<file path="config.mk">
export PLATFORM = sky130hd
export DESIGN_NAME = nrps_ctrl
export DESIGN_NICKNAME = d
export VERILOG_FILES = /design/src/hdl/nrps_pkg.sv /design/src/hdl/nrps_ctrl.sv
export SDC_FILE = /design/constraint.sdc
export NUM_CORES = 1
export LEC_CHECK = 0
export BUFFER_PORTS_ARGS = -buffer_cell sky130_fd_sc_hd__buf_4
export CAP_MARGIN = 25
export CORE_AREA = 2 2 56 58
export CTS_CLUSTER_DIAMETER = 30
export DETAILED_ROUTE_END_ITERATION = 10
export DIE_AREA = 0 0 58 60
export GPL_ROUTABILITY_DRIVEN = 1
export PLACE_DENSITY = 0.62
export SLEW_MARGIN = 20
export SYNTH_ARGS = -nofsm -noshare
export SYNTH_HDL_FRONTEND = slang
export SYNTH_SLANG_ARGS = --single-unit
</file>
<file path="constraint.sdc">
create_clock -name clk -period 1.3 [get_ports clk]
set_input_delay 0 -clock clk [delete_from_list [all_inputs] [get_ports clk]]
set_output_delay 0 -clock clk [all_outputs]
set_load 0.01 [all_outputs]
</file>
<file path="src/hdl/nrps_pkg.sv">
package nrps_pkg;

	localparam int TABLE_DEPTH  = 64;
	localparam int MAX_VERTICES = 255;

	localparam int COORD_W  = 31;
	localparam int SUM_W    = 39;
	localparam int TALLY_W  = $clog2(MAX_VERTICES + 1);
	localparam int IDX_W    = $clog2(TABLE_DEPTH);
	localparam int CNT_W    = $clog2(TABLE_DEPTH + 1);
	localparam int REQ_W    = 2;
	localparam int K_W      = 7;
	localparam int RAD_W    = 32;
	localparam int ST_W     = 2;
	localparam int OIDX_W   = 6;
	localparam int DIST_W   = 32;
	localparam int D2_W     = 64;
	localparam int DCNT_W   = $clog2(SUM_W + 1);
	localparam int SQ_STEPS = 32;
	localparam int SCNT_W   = $clog2(SQ_STEPS + 1);

	// Stream word layout.
	localparam int S_DATA_W = 104;
	localparam int M_DATA_W = 40;

	localparam logic [REQ_W-1:0] REQ_INSERT = 2'd0;
	localparam logic [REQ_W-1:0] REQ_KNN    = 2'd1;
	localparam logic [REQ_W-1:0] REQ_RADIUS = 2'd2;
	localparam logic [REQ_W-1:0] REQ_CLEAR  = 2'd3;

	localparam logic [ST_W-1:0] ST_OK   = 2'd0;
	localparam logic [ST_W-1:0] ST_FULL = 2'd1;
	localparam logic [ST_W-1:0] ST_NONE = 2'd2;
	localparam logic [ST_W-1:0] ST_OVF  = 2'd3;

	typedef struct packed {
		logic            accept;
		logic            cent_load;
		logic            scan_init;
		logic            ins_write;
		logic            out_mode;
		logic            ins;
		logic            out_init;
		logic            sqrt_start;
		logic            emit_pt;
		logic            emit_one;
		logic [ST_W-1:0] one_status;
		logic            one_ins;
		logic            one_clr;
	} nrps_cmd_t;

	typedef struct packed {
		logic             div_busy;
		logic             ovf;
		logic [REQ_W-1:0] req;
		logic             full;
		logic             empty;
		logic             scan_last;
		logic             out_none;
		logic             out_last;
		logic             sqrt_busy;
		logic             out_free;
	} nrps_sts_t;

endpackage

</file>
<file path="src/hdl/nrps_ctrl.sv">
module nrps_ctrl import nrps_pkg::*; (
	input  logic      clk,
	input  logic      arst_n,
	input  logic      in_valid,
	input  logic      in_last,
	output logic      in_ready,
	input  nrps_sts_t sts,
	output nrps_cmd_t cmd
);

	localparam logic [3:0] S_IDLE = 4'd0;
	localparam logic [3:0] S_DIV  = 4'd1;
	localparam logic [3:0] S_FIN  = 4'd2;
	localparam logic [3:0] S_INSW = 4'd3;
	localparam logic [3:0] S_ONE  = 4'd4;
	localparam logic [3:0] S_RD   = 4'd5;
	localparam logic [3:0] S_DF   = 4'd6;
	localparam logic [3:0] S_ML   = 4'd7;
	localparam logic [3:0] S_AD   = 4'd8;
	localparam logic [3:0] S_INS  = 4'd9;
	localparam logic [3:0] S_OINI = 4'd10;
	localparam logic [3:0] S_SQ0  = 4'd11;
	localparam logic [3:0] S_SQW  = 4'd12;
	localparam logic [3:0] S_EM   = 4'd13;

	logic [3:0]      state_q, state_d;
	logic            mode_q, mode_d;
	logic [ST_W-1:0] one_st_q, one_st_d;
	logic            one_ins_q, one_ins_d;
	logic            one_clr_q, one_clr_d;

	always_comb begin
		state_d   = state_q;
		mode_d    = mode_q;
		one_st_d  = one_st_q;
		one_ins_d = one_ins_q;
		one_clr_d = one_clr_q;
		cmd       = '0;
		cmd.out_mode   = mode_q;
		cmd.one_status = one_st_q;
		cmd.one_ins    = one_ins_q;
		cmd.one_clr    = one_clr_q;
		in_ready  = 1'b0;
		unique case (state_q)
			S_IDLE: begin
				in_ready   = 1'b1;
				cmd.accept = in_valid;
				if (in_valid && in_last) begin
					state_d = S_DIV;
				end
			end
			S_DIV: begin
				if (!sts.div_busy) begin
					state_d = S_FIN;
				end
			end
			S_FIN: begin
				cmd.cent_load = 1'b1;
				cmd.scan_init = 1'b1;
				mode_d    = 1'b0;
				one_ins_d = 1'b0;
				one_clr_d = 1'b0;
				state_d   = S_ONE;
				if (sts.ovf) begin
					one_st_d = ST_OVF;
				end else begin
					case (sts.req)
						REQ_INSERT: begin
							if (sts.full) begin
								one_st_d = ST_FULL;
							end else begin
								one_st_d  = ST_OK;
								one_ins_d = 1'b1;
								state_d   = S_INSW;
							end
						end
						REQ_CLEAR: begin
							one_st_d  = ST_OK;
							one_clr_d = 1'b1;
						end
						default: begin
							one_st_d = ST_NONE;
							if (!sts.empty) begin
								state_d = S_RD;
							end
						end
					endcase
				end
			end
			S_INSW: begin
				cmd.ins_write = 1'b1;
				state_d = S_ONE;
			end
			S_ONE: begin
				if (sts.out_free) begin
					cmd.emit_one = 1'b1;
					state_d = S_IDLE;
				end
			end
			S_RD: state_d = S_DF;
			S_DF: state_d = S_ML;
			S_ML: state_d = S_AD;
			S_AD: state_d = mode_q ? S_SQ0 : S_INS;
			S_INS: begin
				cmd.ins = 1'b1;
				state_d = sts.scan_last ? S_OINI : S_RD;
			end
			S_OINI: begin
				cmd.out_init = 1'b1;
				if (sts.out_none) begin
					one_st_d = ST_NONE;
					state_d  = S_ONE;
				end else begin
					mode_d  = 1'b1;
					state_d = S_RD;
				end
			end
			S_SQ0: begin
				cmd.sqrt_start = 1'b1;
				state_d = S_SQW;
			end
			S_SQW: begin
				if (!sts.sqrt_busy) begin
					state_d = S_EM;
				end
			end
			S_EM: begin
				if (sts.out_free) begin
					cmd.emit_pt = 1'b1;
					state_d = sts.out_last ? S_IDLE : S_RD;
				end
			end
			default: state_d = S_IDLE;
		endcase
	end

	always_ff @(posedge clk or negedge arst_n) begin
		if (!arst_n) begin
			state_q   <= S_IDLE;
			mode_q    <= 1'b0;
			one_st_q  <= ST_OK;
			one_ins_q <= 1'b0;
			one_clr_q <= 1'b0;
		end else begin
			state_q   <= state_d;
			mode_q    <= mode_d;
			one_st_q  <= one_st_d;
			one_ins_q <= one_ins_d;
			one_clr_q <= one_clr_d;
		end
	end

endmodule

</file>
==> results.md, run 1 <==
- The flow ran to the end, but the final reports show violations.
- The checks that failed: setup timing.
- The count of nets left with antenna violations after detail routing is 0.
- For met1 alone, demand over resource in global routing was 0.164.
- The type of the tightest min-delay check is in -> reg.
- The final hold slack is 0.0428 ns.
- The via count of the first global-routing pass came to 828.
- In this run, CTS created clock tree buffers numbering 3.
- At the pin with the least slew margin, the transition time is 0.286 ns.
- Entering global routing, the biggest net connects 13 pins.
- Setup repair after global routing could not meet its margin everywhere.
- The number of I/O pins is 30.
- The number of buffers on the longest clock path is 2.
- STA classifies the critical path endpoint as an output pin.
- In the post-synthesis netlist, the biggest area contributors are dfrtp_1 27%, nand2b_1 5.3%, buf_4 4.5%.
- The TritonCTS sink count is 9.
- For this run, the slowest stage of the critical path takes 0.40 ns.
- The tool flagged a number of max-cap violations equal to 0.
- The most used flip-flop cell after synthesis is dfrtp_1.
- For this run, the number of Yosys warnings is 0.
- Tracing the worst setup path back leads to its startpoint at state_q[1]$_DFFE_PN0P_.
- After synthesis, the netlist uses 40 different library cells.
- The fraction of the core area covered by cells at the end of the flow is 0.516.
- Together, buffers and inverters on the worst path number 3.
- The worst max-slew margin expressed relative to the limit is 0.809.
- The overflow left after global routing is 0.
- After detailed routing, the number of remaining DRC violations is 0.
- The relative area change from synthesis to final layout is 80.7%.
- The static leakage power is 0.000698 µW.
- The clock tree from TritonCTS is built.
- The layout has 259 filler cells.
- The final setup violation count is 15.
- In this design, the largest share of critical-path delay is due to simple AND/OR/NAND/NOR gates.
- The leading area contributor after synthesis is dfrtp_1.
- Traced cell by cell, the critical path runs through buf_12 -> nor4_4 -> buf_4 -> and2_4 -> buf_6.
- After detailed routing, the average wire length per cell comes to 12.5 µm.
- The count of nets after finishing is 168.
- At the end of routability-driven placement, the weighted congestion stood at 0.850.
- Clock-pin slew was measured on the worst setup and hold paths at 0.07 ns.
- The worst voltage drop across the vdd grid is 1110 µV.
- The worst hold path begins at sts[6].
- The total wirelength of the detailed-routed design is 2280 µm.
- Synthesis produced a netlist whose cell count is 99.
- The highest achievable clock rate is 676 MHz.
- The post-route clock skew is 0.00762 ns.
- For this run, global-route usage on met2 was measured as 0.216.
- The share of the Yosys chip area taken by registers is 0.272.
- The global-route wire length before repair is 3480 µm.
- The final antenna diode count is 0.
- The power density over the cells is 2230 nW/µm².
- After the first detailed-routing iteration, the DRC count stood at 17.
- The worst register-to-register path begins at state_q[3]$_DFFE_PN0P_.
- Of the cells placed in the final design, the portion with a size suffix greater than 1 is 0.593.
- The length of the first detailed-routing pass in iterations is 4.
- CTS built an H-tree with a depth of 1.
- The cell area that synthesis handed to floorplanning was 828 µm².
- In this run the vertical extent of the chip is 60 µm.
- For this block, the via count after detailed routing is 881.
- In this run the tool buffered the top-level ports with 29 buffer cells.
- The met3 routing resource usage after global routing is 0.0130.
- The final number of hold-violating endpoints is 0.
- The number of max-slew violations in the final report came to 0.
- Dividing the final minimum period by the clock period gives 1.14.
- The full die area is 3480 µm².
- The area share of the largest cell type after synthesis is 0.272.
- The number of placement rows is 20.
- The synthesis-stage register bit count is 9.
- The category of the worst setup path launch point is a flop.
- OpenSTA, run right after detailed placement, puts the worst setup slack at -0.163 ns.
- The cell sitting at the root of the clock tree is a clkbuf_4.
- Counting I/O delays and the setup requirement, the final critical path takes 1.48 ns.
- A synthesized cell averages 8.37 µm².
- After global routing, the most crowded layer is met2.
- Data arrives at the worst endpoint at 1.48 ns.
- The number of enable-type register cells in the synthesized netlist is 0.
- The detailed-placement wirelength estimate is 1630 µm.
- Data on the critical path is required at its endpoint by 1.30 ns.
- The number of nets produced by synthesis is 116.
- The minimum setup slack in the final design is -0.178 ns.
- The starting density of the core is 0.285.
- The proportion of synthesized flip-flops having asynchronous set or reset is 1.00.
- The routed via count divided by cell count is 4.81.
- Along the worst path, the maximum fanout reaches 7.
- The total area inside the core boundary comes to 2900 µm².
- The slowest stage of the critical path belongs to the cell dfrtp_1.
- The global-route total usage across every layer is 0.125.
- The width of the die is 58 µm.
- The kind of critical path is reg -> out.
- The initial antenna violation count came to 0.
- The insertion delay of the later-clocked pin in the worst-skew pair is 0.26 ns.
-- logic make-up after synthesis --
logic type                 Yosys count  synth area share
adders and majority gates            2            0.0302
AOI/OAI and AO/OA                   26             0.218
and+or+nand+nor                     43             0.331
buffers and inverters               17             0.128
DFF                                  9             0.272
xor gates and xnor gates             2            0.0212
-- cells in the final DEF, fill, tap and decap left out, types with 3 or more instances in the layout --
cell type | synthesis | layout
a21oi_1 | 7 | 6
a21oi_2 | 2 | 3
a22o_1 | 3 | 3
buf_4 | 5 | 33
buf_6 | 1 | 21
clkbuf_4 | 0 | 3
dfrtp_1 | 9 | 8
inv_1 | 5 | 5
nand2_1 | 10 | 7
nand2b_1 | 7 | 4
nand2b_4 | 0 | 3
nor2_1 | 6 | 3
nor2_4 | 0 | 3
nor3_4 | 1 | 4
-- power by group --
| part | total, µW | switching, µW | internal [µW] |
|---|---|---|---|
| sequential | 551 | 128 | 422 |
| clock | 216 | 97.9 | 118 |
| combinational | 2580 | 1120 | 1460 |
-- tightest hold or removal path, cell delays in order --
cell and delay (ns):
buf_4 0.10, nor3b_1 0.06, nand2_1 0.06, nand2_1 0.04
-- registers in the layout, indices dropped and copies added, names as in the netlist --
register / cells
state_q: 4
one_ins_q: 1
one_st_q: 2
one_clr_q: 1
mode_q: 1
-- worst paths after layout --
kind / endpoint / depth (start not counted) / slack, ns
min reg2reg: one_ins_q$_DFFE_PN0P_ / 2 / 0.49
max in group asynchronous: state_q[0]$_DFFE_PN0P_ / 2 / 1.05
max: cmd[13] / 5 / -0.18
min in group asynchronous: mode_q$_DFFE_PN0P_ / 2 / 0.10
max reg2reg: one_st_q[1]$_DFFE_PN0P_ / 5 / -0.14
min: one_ins_q$_DFFE_PN0P_ / 4 / 0.04
-- cell usage after synthesis, drive strengths merged (2+ instances only) --
cell type and instances:
ha 2, a22o 3, dfrtp 9, nor3b 3, a21o 2, nand2 10, nand2b 7, nor2 6
a21oi 9, nor3 4, nand3 4, inv 6, buf 11, xnor2 2, o21ai 5, and3 2
-- layer usage --
| layer | routed length (µm) | share of wire |
|---|---|---|
| met1 | 966 | 0.42 |
| met2 | 1260 | 0.55 |
| met3 | 42 | 0.018 |
| met4 | 15 | 0.0066 |
| met5 | 0 | 0 |
-- cell type report --
cell class / instances / area [µm²] / area share
well taps: 33 / 41.3 / 0.0276
multi-input cells: 73 / 628 / 0.420
flip-flops and latches: 9 / 226 / 0.151
inverters: 6 / 25.0 / 0.0167
clock buffers: 4 / 26.3 / 0.0176
repair buffers: 58 / 549 / 0.367
-- metrics by stage --
stage          instances  power (µW)  instance area (µm²)  TNS [ns]
3_3_place_gp         168        2390                 1170    -0.819
2_1_floorplan         99        1770                  851    -0.371
3_5_place_dp         168        2410                 1170    -0.977
4_1_cts              180        3020                 1370     -1.32
5_1_grt              183        3600                 1500     -2.61
6_report             183        3340                 1500     -1.52
-- what timing repair did --
action	4_1_cts	5_1_grt
hold buffers	1	0
pin swaps	9	6
endpoints found under the hold margin	9	0
endpoints found under the setup margin	18	19
buffers inserted	7	5
gates resized for setup	24	28
No activity file was read; power rests on OpenSTA's default activity.
==> run 2: changes to the inputs <==
--- a/config.mk
+++ b/config.mk
@@ -7,12 +7,12 @@
 export LEC_CHECK = 0
 export BUFFER_PORTS_ARGS = -buffer_cell sky130_fd_sc_hd__buf_4
 export CAP_MARGIN = 25
-export CORE_AREA = 2 2 56 58
+export CORE_AREA = 2 2 50 64
 export CTS_CLUSTER_DIAMETER = 30
 export DETAILED_ROUTE_END_ITERATION = 10
-export DIE_AREA = 0 0 58 60
+export DIE_AREA = 0 0 52 66
 export GPL_ROUTABILITY_DRIVEN = 1
-export PLACE_DENSITY = 0.62
+export PLACE_DENSITY = 0.63
 export SLEW_MARGIN = 20
 export SYNTH_ARGS = -nofsm -noshare
 export SYNTH_HDL_FRONTEND = slang
==> results.md, run 2 (same netlist as run 1, synthesis figures left out) <==
- The routed via count divided by cell count was 4.79 (was 4.81).
- The starting density of the core is 0.292 (was 0.285).
- Largest registers in the final layout: state_q (4), one_st_q (2) (unchanged).
- The ratio of cells with drive above 1 in the final layout is 0.619 (was 0.593).
- The number of DRC markers after the initial detailed-route iteration is 20 (was 17).
- The TritonCTS sink count is 9 (unchanged).
- The kind of critical path is reg -> out (unchanged).
- The number of H-tree branching levels was 1 (unchanged).
- The cell area reported after detailed placement came to 1180 µm² (was 1170 µm²).
- The total wirelength of the detailed-routed design is 2270 µm (was 2280 µm).
- The time the final worst path needs with I/O delays and setup was 1.48 ns (about the same).
- The setup slack at placement is -0.154 ns (was -0.163 ns).
- The static leakage power is 0.000721 µW (was 0.000698 µW).
- The transition time at the pin with the least slew margin is 0.443 ns (was 0.286 ns).
- The width of the die came to 52 µm (was 58 µm).
- The category of the worst setup path launch point is a flop (unchanged).
- The global-route wire length before repair came to 3530 µm (was 3480 µm).
- The worst voltage drop across the vdd grid is 1050 µV (was 1110 µV).
- The placeable core region was 2840 µm² (was 2900 µm²).
- Setup repair after global routing missed its margin: true (unchanged).
- The endpoint kind of the worst setup timing path was an output pin (unchanged).
- The post-route fraction of the period consumed by the critical path came to 1.14 (about the same).
- The insertion delay of the later-clocked pin in the worst-skew pair came to 0.26 ns (about the same).
- The power density over the cells was 2200 nW/µm² (was 2230 nW/µm²).
- The post-CTS clock slew at the launch and capture registers of the worst setup and hold paths is 0.07 ns (about the same).
- The largest net degree at the start of global routing was 12 (was 13).
- The cell area after layout was 1510 µm² (was 1500 µm²).
- The number of buffers on the longest clock path is 2 (unchanged).
- The count of nets after finishing is 173 (was 168).
- Violations in the final reports: setup timing (unchanged).
- The highest achievable clock rate came to 677 MHz (was 676 MHz).
- The via count of the first global-routing pass is 797 (was 828).
- The worst max-slew margin expressed relative to the limit is 0.704 (was 0.809).
- The number of buffer cells added on primary ports was 29 (unchanged).
- The chip height is 66 µm (was 60 µm).
- The final antenna diode count came to 0 (unchanged).
- The final weighted congestion of routability-driven global placement was 0.777 (was 0.850).
- The overflow left after global routing is 0 (unchanged).
- The relative area change from synthesis to final layout is 82.5% (was 80.7%).
- The minimum setup slack in the final design was -0.177 ns (was -0.178 ns).
- The required arrival time at the worst endpoint is 1.30 ns (about the same).
- Status: finished, violations left (unchanged).
- The root cell of the clock tree is clkbuf_4 (unchanged).
- The via count is 914 (was 881).
- The number of I/O pins came to 30 (unchanged).
- The clock tree from TritonCTS is built (unchanged).
- The global-route total usage across every layer is 0.135 (was 0.125).
- The register with the most flip-flops was state_q (unchanged).
- The number of max-slew violations in the final report came to 0 (unchanged).
- The detailed-placement wirelength estimate is 1660 µm (was 1630 µm).
- The number of buffers added by the clock tree synthesis step is 3 (unchanged).
- The initial antenna violation count came to 0 (unchanged).
- The number of flip-flops under the largest register name is 4 (unchanged).
- The final setup violation count came to 17 (was 15).
- Top library cells by usage in the layout, fill and taps aside: 43 x buf_4, 17 x buf_6, 9 x nand2_1, 7 x a21oi_1, 6 x dfrtp_1 (was 33 x buf_4, 21 x buf_6, 8 x dfrtp_1, 7 x nand2_1, 6 x a21oi_1).
- The detailed-route DRC error count is 0 (unchanged).
- The full die area is 3430 µm² (was 3480 µm²).
- The number of maximum-capacitance violations is 0 (unchanged).
- The length of the first detailed-routing pass in iterations is 4 (unchanged).
- The most common cell after layout, fill and taps aside is buf_4 (unchanged).
- The post-route clock skew came to 0.0132 ns (was 0.00762 ns).
- The type of the tightest min-delay check is in -> reg (unchanged).
- The number of placement rows is 22 (was 20).
- The average wire per standard cell is 11.9 µm (was 12.5 µm).
- The count of nets left with antenna violations after detail routing is 0 (unchanged).
- The largest fanout on the critical path is 6 (was 7).
- The data arrival time of the critical path came to 1.48 ns (about the same).
- The final number of hold-violating endpoints came to 0 (unchanged).
run 2: stage by stage:
step | hold slack (ns) | cells | util | setup TNS, ns | power [µW]
finish | 0.0506 | 191 | 0.533 | -1.70 | 3320
global route | 0.0657 | 191 | 0.533 | -2.84 | 3560
detailed placement | -0.172 | 174 | 0.417 | -1.12 | 2400
floorplan | -0.296 | 99 | - | -0.371 | 1770
CTS | 0.0488 | 187 | 0.471 | -1.83 | 2910
global placement | -0.172 | 174 | 0.417 | -0.962 | 2370
run 2: cell type report:
| type | count | area [µm²] |
|---|---|---|
| Fill cell | 264 | 1320 |
| Multi-Input combinational cell | 73 | 631 |
| Timing Repair Buffer | 63 | 554 |
| Sequential cell | 9 | 229 |
| Tap cell | 36 | 45.0 |
| Inverter | 6 | 25.0 |
| Clock buffer | 3 | 22.5 |
| Clock inverter | 1 | 5.00 |
run 2: per-layer routing:
layer / vias up / share of wire / global-route usage
met5: - / 0 / 0
met4: 0 / 0.013 / 0.0592
met3: 4 / 0.041 / 0.0158
met2: 21 / 0.55 / 0.239
met1: 433 / 0.39 / 0.159
li1: 456 / - / -
run 2: repair_timing:
item | in CTS | in global routing
hold buffers | 1 | 0
setup buffers | 8 | 4
pin swaps | 5 | 8
gates resized for setup | 15 | 34
endpoints found under the hold margin | 9 | 0
endpoints found under the setup margin | 19 | 19
run 2: where the power goes:
| group | internal (µW) | leakage [µW] | switching, µW | total (µW) |
|---|---|---|---|---|
| sequential | 427 | 0.000109 | 133 | 560 |
| combinational | 1440 | 0.000595 | 1110 | 2550 |
| clock | 113 | 0.0000177 | 100 | 214 |
run 2: worst max-delay path, cell delays in order, from the launching register on:
cell and delay (ns):
dfrtp_2 0.42, buf_4 0.14, nand2b_4 0.05, or3_4 0.42, inv_4 0.09, buf_6 0.10
run 2: path summary, 6_finish.rpt:
kind | start | end | slack, ns | cells after the start
hold reg to reg | one_ins_q$_DFFE_PN0P_ | one_ins_q$_DFFE_PN0P_ | 0.51 | 2
hold / removal | sts[3] | one_st_q[0]$_DFFE_PN0P_ | 0.05 | 4
setup / recovery | state_q[1]$_DFFE_PN0P_ | cmd[11] | -0.18 | 5
setup reg to reg | state_q[0]$_DFFE_PN0P_ | state_q[3]$_DFFE_PN0P_ | -0.13 | 7
min in group asynchronous | arst_n | state_q[0]$_DFFE_PN0P_ | 0.10 | 2
max in group asynchronous | arst_n | one_clr_q$_DFFE_PN0P_ | 1.05 | 2
==> run 3: changes to the inputs <==
--- a/config.mk
+++ b/config.mk
@@ -12,7 +12,8 @@
 export DETAILED_ROUTE_END_ITERATION = 10
 export DIE_AREA = 0 0 52 66
 export GPL_ROUTABILITY_DRIVEN = 1
-export PLACE_DENSITY = 0.63
+export PLACE_DENSITY = 0.61
+export SETUP_SLACK_MARGIN = 0.15
 export SLEW_MARGIN = 20
 export SYNTH_ARGS = -nofsm -noshare
 export SYNTH_HDL_FRONTEND = slang
==> constraint.sdc (replaced) <==
create_clock -name clk -period 1.75 [get_ports clk]
set_input_delay 0 -clock clk [delete_from_list [all_inputs] [get_ports clk]]
set_output_delay 0 -clock clk [all_outputs]
set_load 0.1 [all_outputs]
==> results.md, run 3 (same netlist as run 1, synthesis figures left out) <==
- Status: finished clean (was finished, violations left).
- The count of nets left with antenna violations after detail routing came to 0 (unchanged).
- The total met3 wirelength after detailed routing is 77 µm (was 94 µm).
- The largest net degree at the start of global routing is 16 (was 12).
- The overflow left after global routing came to 0 (unchanged).
- The number of max-slew violations in the final report is 0 (unchanged).
- The routed via count divided by cell count came to 4.83 (was 4.79).
- The required arrival time at the worst endpoint was 1.75 ns (was 1.30 ns).
- The register with the most flip-flops is state_q (unchanged).
- The global-route wire length before repair is 3260 µm (was 3530 µm).
- The data arrival time of the critical path came to 1.56 ns (was 1.48 ns).
- The final weighted congestion of routability-driven global placement is 0.740 (was 0.777).
- The post-CTS clock slew at the launch and capture registers of the worst setup and hold paths is 0.06 ns (was 0.07 ns).
- The number of buffers added by the clock tree synthesis step is 3 (unchanged).
- Largest registers in the final layout: state_q (4), one_st_q (2) (unchanged).
- The transition time at the pin with the least slew margin is 0.307 ns (was 0.443 ns).
- The clock tree from TritonCTS is built (unchanged).
- The final cell count without fillers is 163 (was 191).
- The final number of hold-violating endpoints is 0 (unchanged).
- The met1 wire length is 782 µm (was 887 µm).
- The number of I/O pins was 30 (unchanged).
- The detailed-placement wirelength estimate came to 1560 µm (was 1660 µm).
- The ratio of cells with drive above 1 in the final layout is 0.457 (was 0.619).
- The number of buffers on the longest clock path was 2 (unchanged).
- The detailed-route DRC error count is 0 (unchanged).
- The total wirelength of the detailed-routed design was 1920 µm (was 2270 µm).
- The starting density of the core is 0.292 (unchanged).
- The relative area change from synthesis to final layout was 39.7% (was 82.5%).
- The TritonCTS sink count is 9 (unchanged).
- The via count came to 787 (was 914).
- The via count of the first global-routing pass is 736 (was 797).
- The root cell of the clock tree is clkbuf_4 (unchanged).
- The uppermost layer routed is met4 (unchanged).
- The full die area is 3430 µm² (unchanged).
- Top library cells by usage in the layout, fill and taps aside: 29 x buf_4, 10 x nand2_1, 7 x a21oi_1, 7 x dfrtp_1, 6 x nand2b_1 (was 43 x buf_4, 17 x buf_6, 9 x nand2_1, 7 x a21oi_1, 6 x dfrtp_1).
- The average wire per standard cell was 11.8 µm (was 11.9 µm).
- The number of maximum-capacitance violations is 0 (unchanged).
- The insertion delay of the later-clocked pin in the worst-skew pair is 0.25 ns (was 0.26 ns).
- The placeable core region is 2840 µm² (unchanged).
- The most common cell after layout, fill and taps aside is buf_4 (unchanged).
- The highest achievable clock rate is 642 MHz.
- The number of buffer cells added on primary ports was 29 (unchanged).
- The count of nets after finishing was 145 (was 173).
- The largest fanout on the critical path is 9 (was 6).
- The wire length on met2 came to 1040 µm (was 1260 µm).
- Setup repair after global routing missed its margin: true (unchanged).
- The width of the die is 52 µm (unchanged).
- The worst max-slew margin expressed relative to the limit came to 0.795 (was 0.704).
- The initial antenna violation count is 0 (unchanged).
- The endpoint kind of the worst setup timing path is an output pin (unchanged).
- The final setup violation count is 0 (was 17).
- Counting I/O delays and the setup requirement, the final critical path takes 1.56 ns.
- The kind of critical path is reg -> out (unchanged).
- The number of placed cells counting well taps came to 158 (was 174).
- The final antenna diode count came to 0 (unchanged).
- Dividing the final minimum period by the clock period gives 0.891.
- The category of the worst setup path launch point was a flop (unchanged).
- The number of flip-flops under the largest register name is 4 (unchanged).
- The fraction of the core area covered by cells at the end of the flow was 0.408 (was 0.533).
- The length of the first detailed-routing pass in iterations is 4 (unchanged).
- The number of H-tree branching levels is 1 (unchanged).
- The chip height is 66 µm (unchanged).
- The number of DRC markers after the initial detailed-route iteration was 9 (was 20).
- The post-route clock skew came to 0.00232 ns (was 0.0132 ns).
- The type of the tightest min-delay check was in -> reg (unchanged).
- The global-route total usage across every layer was 0.121 (was 0.135).
- The number of placement rows is 22 (unchanged).
run 3: cell count changes in the layout (fill, tap and decap cells not counted), sizes merged:
cell / change
buf: -28
clkinv: -1
clkbuf: +1
run 3: path summary, 6_finish.rpt:
check	start	end	slack, ns	depth (start not counted)
min in group asynchronous	arst_n	state_q[3]$_DFFE_PN0P_	0.11	2
hold reg to reg	one_ins_q$_DFFE_PN0P_	one_ins_q$_DFFE_PN0P_	0.49	2
hold / removal	sts[3]	one_st_q[0]$_DFFE_PN0P_	0.05	4
setup reg to reg	state_q[3]$_DFFE_PN0P_	state_q[3]$_DFFE_PN0P_	0.31	6
setup / recovery	state_q[3]$_DFFE_PN0P_	cmd[12]	0.19	4
max in group asynchronous	arst_n	state_q[2]$_DFFE_PN0P_	1.50	2
run 3: metal layers:
metal / GRT usage / up-vias
met5: 0 / -
met4: 0.0395 / 0
met3: 0.0181 / 2
met2: 0.207 / 10
met1: 0.153 / 375
li1: - / 400
run 3: stage by stage:
step	hold WS (ns)	TNS [ns]	worst slack, ns	area, µm²
floorplan	-0.296	-2.94	-0.594	858
global placement	-0.172	0	0.256	1070
detailed placement	-0.172	0	0.229	1070
CTS	0.0479	0	0.170	1120
global route	0.0611	0	0.131	1160
finish	0.0485	0	0.191	1160
run 3: layout make-up:
cell class              count  area, µm²
repair buffers             35        297
flip-flops and latches      9        228
fillers                   290       1680
inverters                   6       25.0
clock buffers               4       26.3
well taps                  36       45.0
multi-input cells          73        537
run 3: repair_timing:
action	CTS	global route
resized for setup	5	9
pin swaps	0	0
hold buffers	1	0
setup buffers	0	0
endpoints found under the setup margin	3	8
hold endpoints to repair	9	0
run 3: worst max-delay path, stage by stage (launching register included):
cell and delay (ns):
dfrtp_1 0.38, buf_4 0.18, or3_4 0.45, inv_4 0.10, buf_8 0.20
Power of run 3 is left out: the tool's default activity adds up to more than one toggle a clock period on the data nets, which glitch-free logic cannot reach.
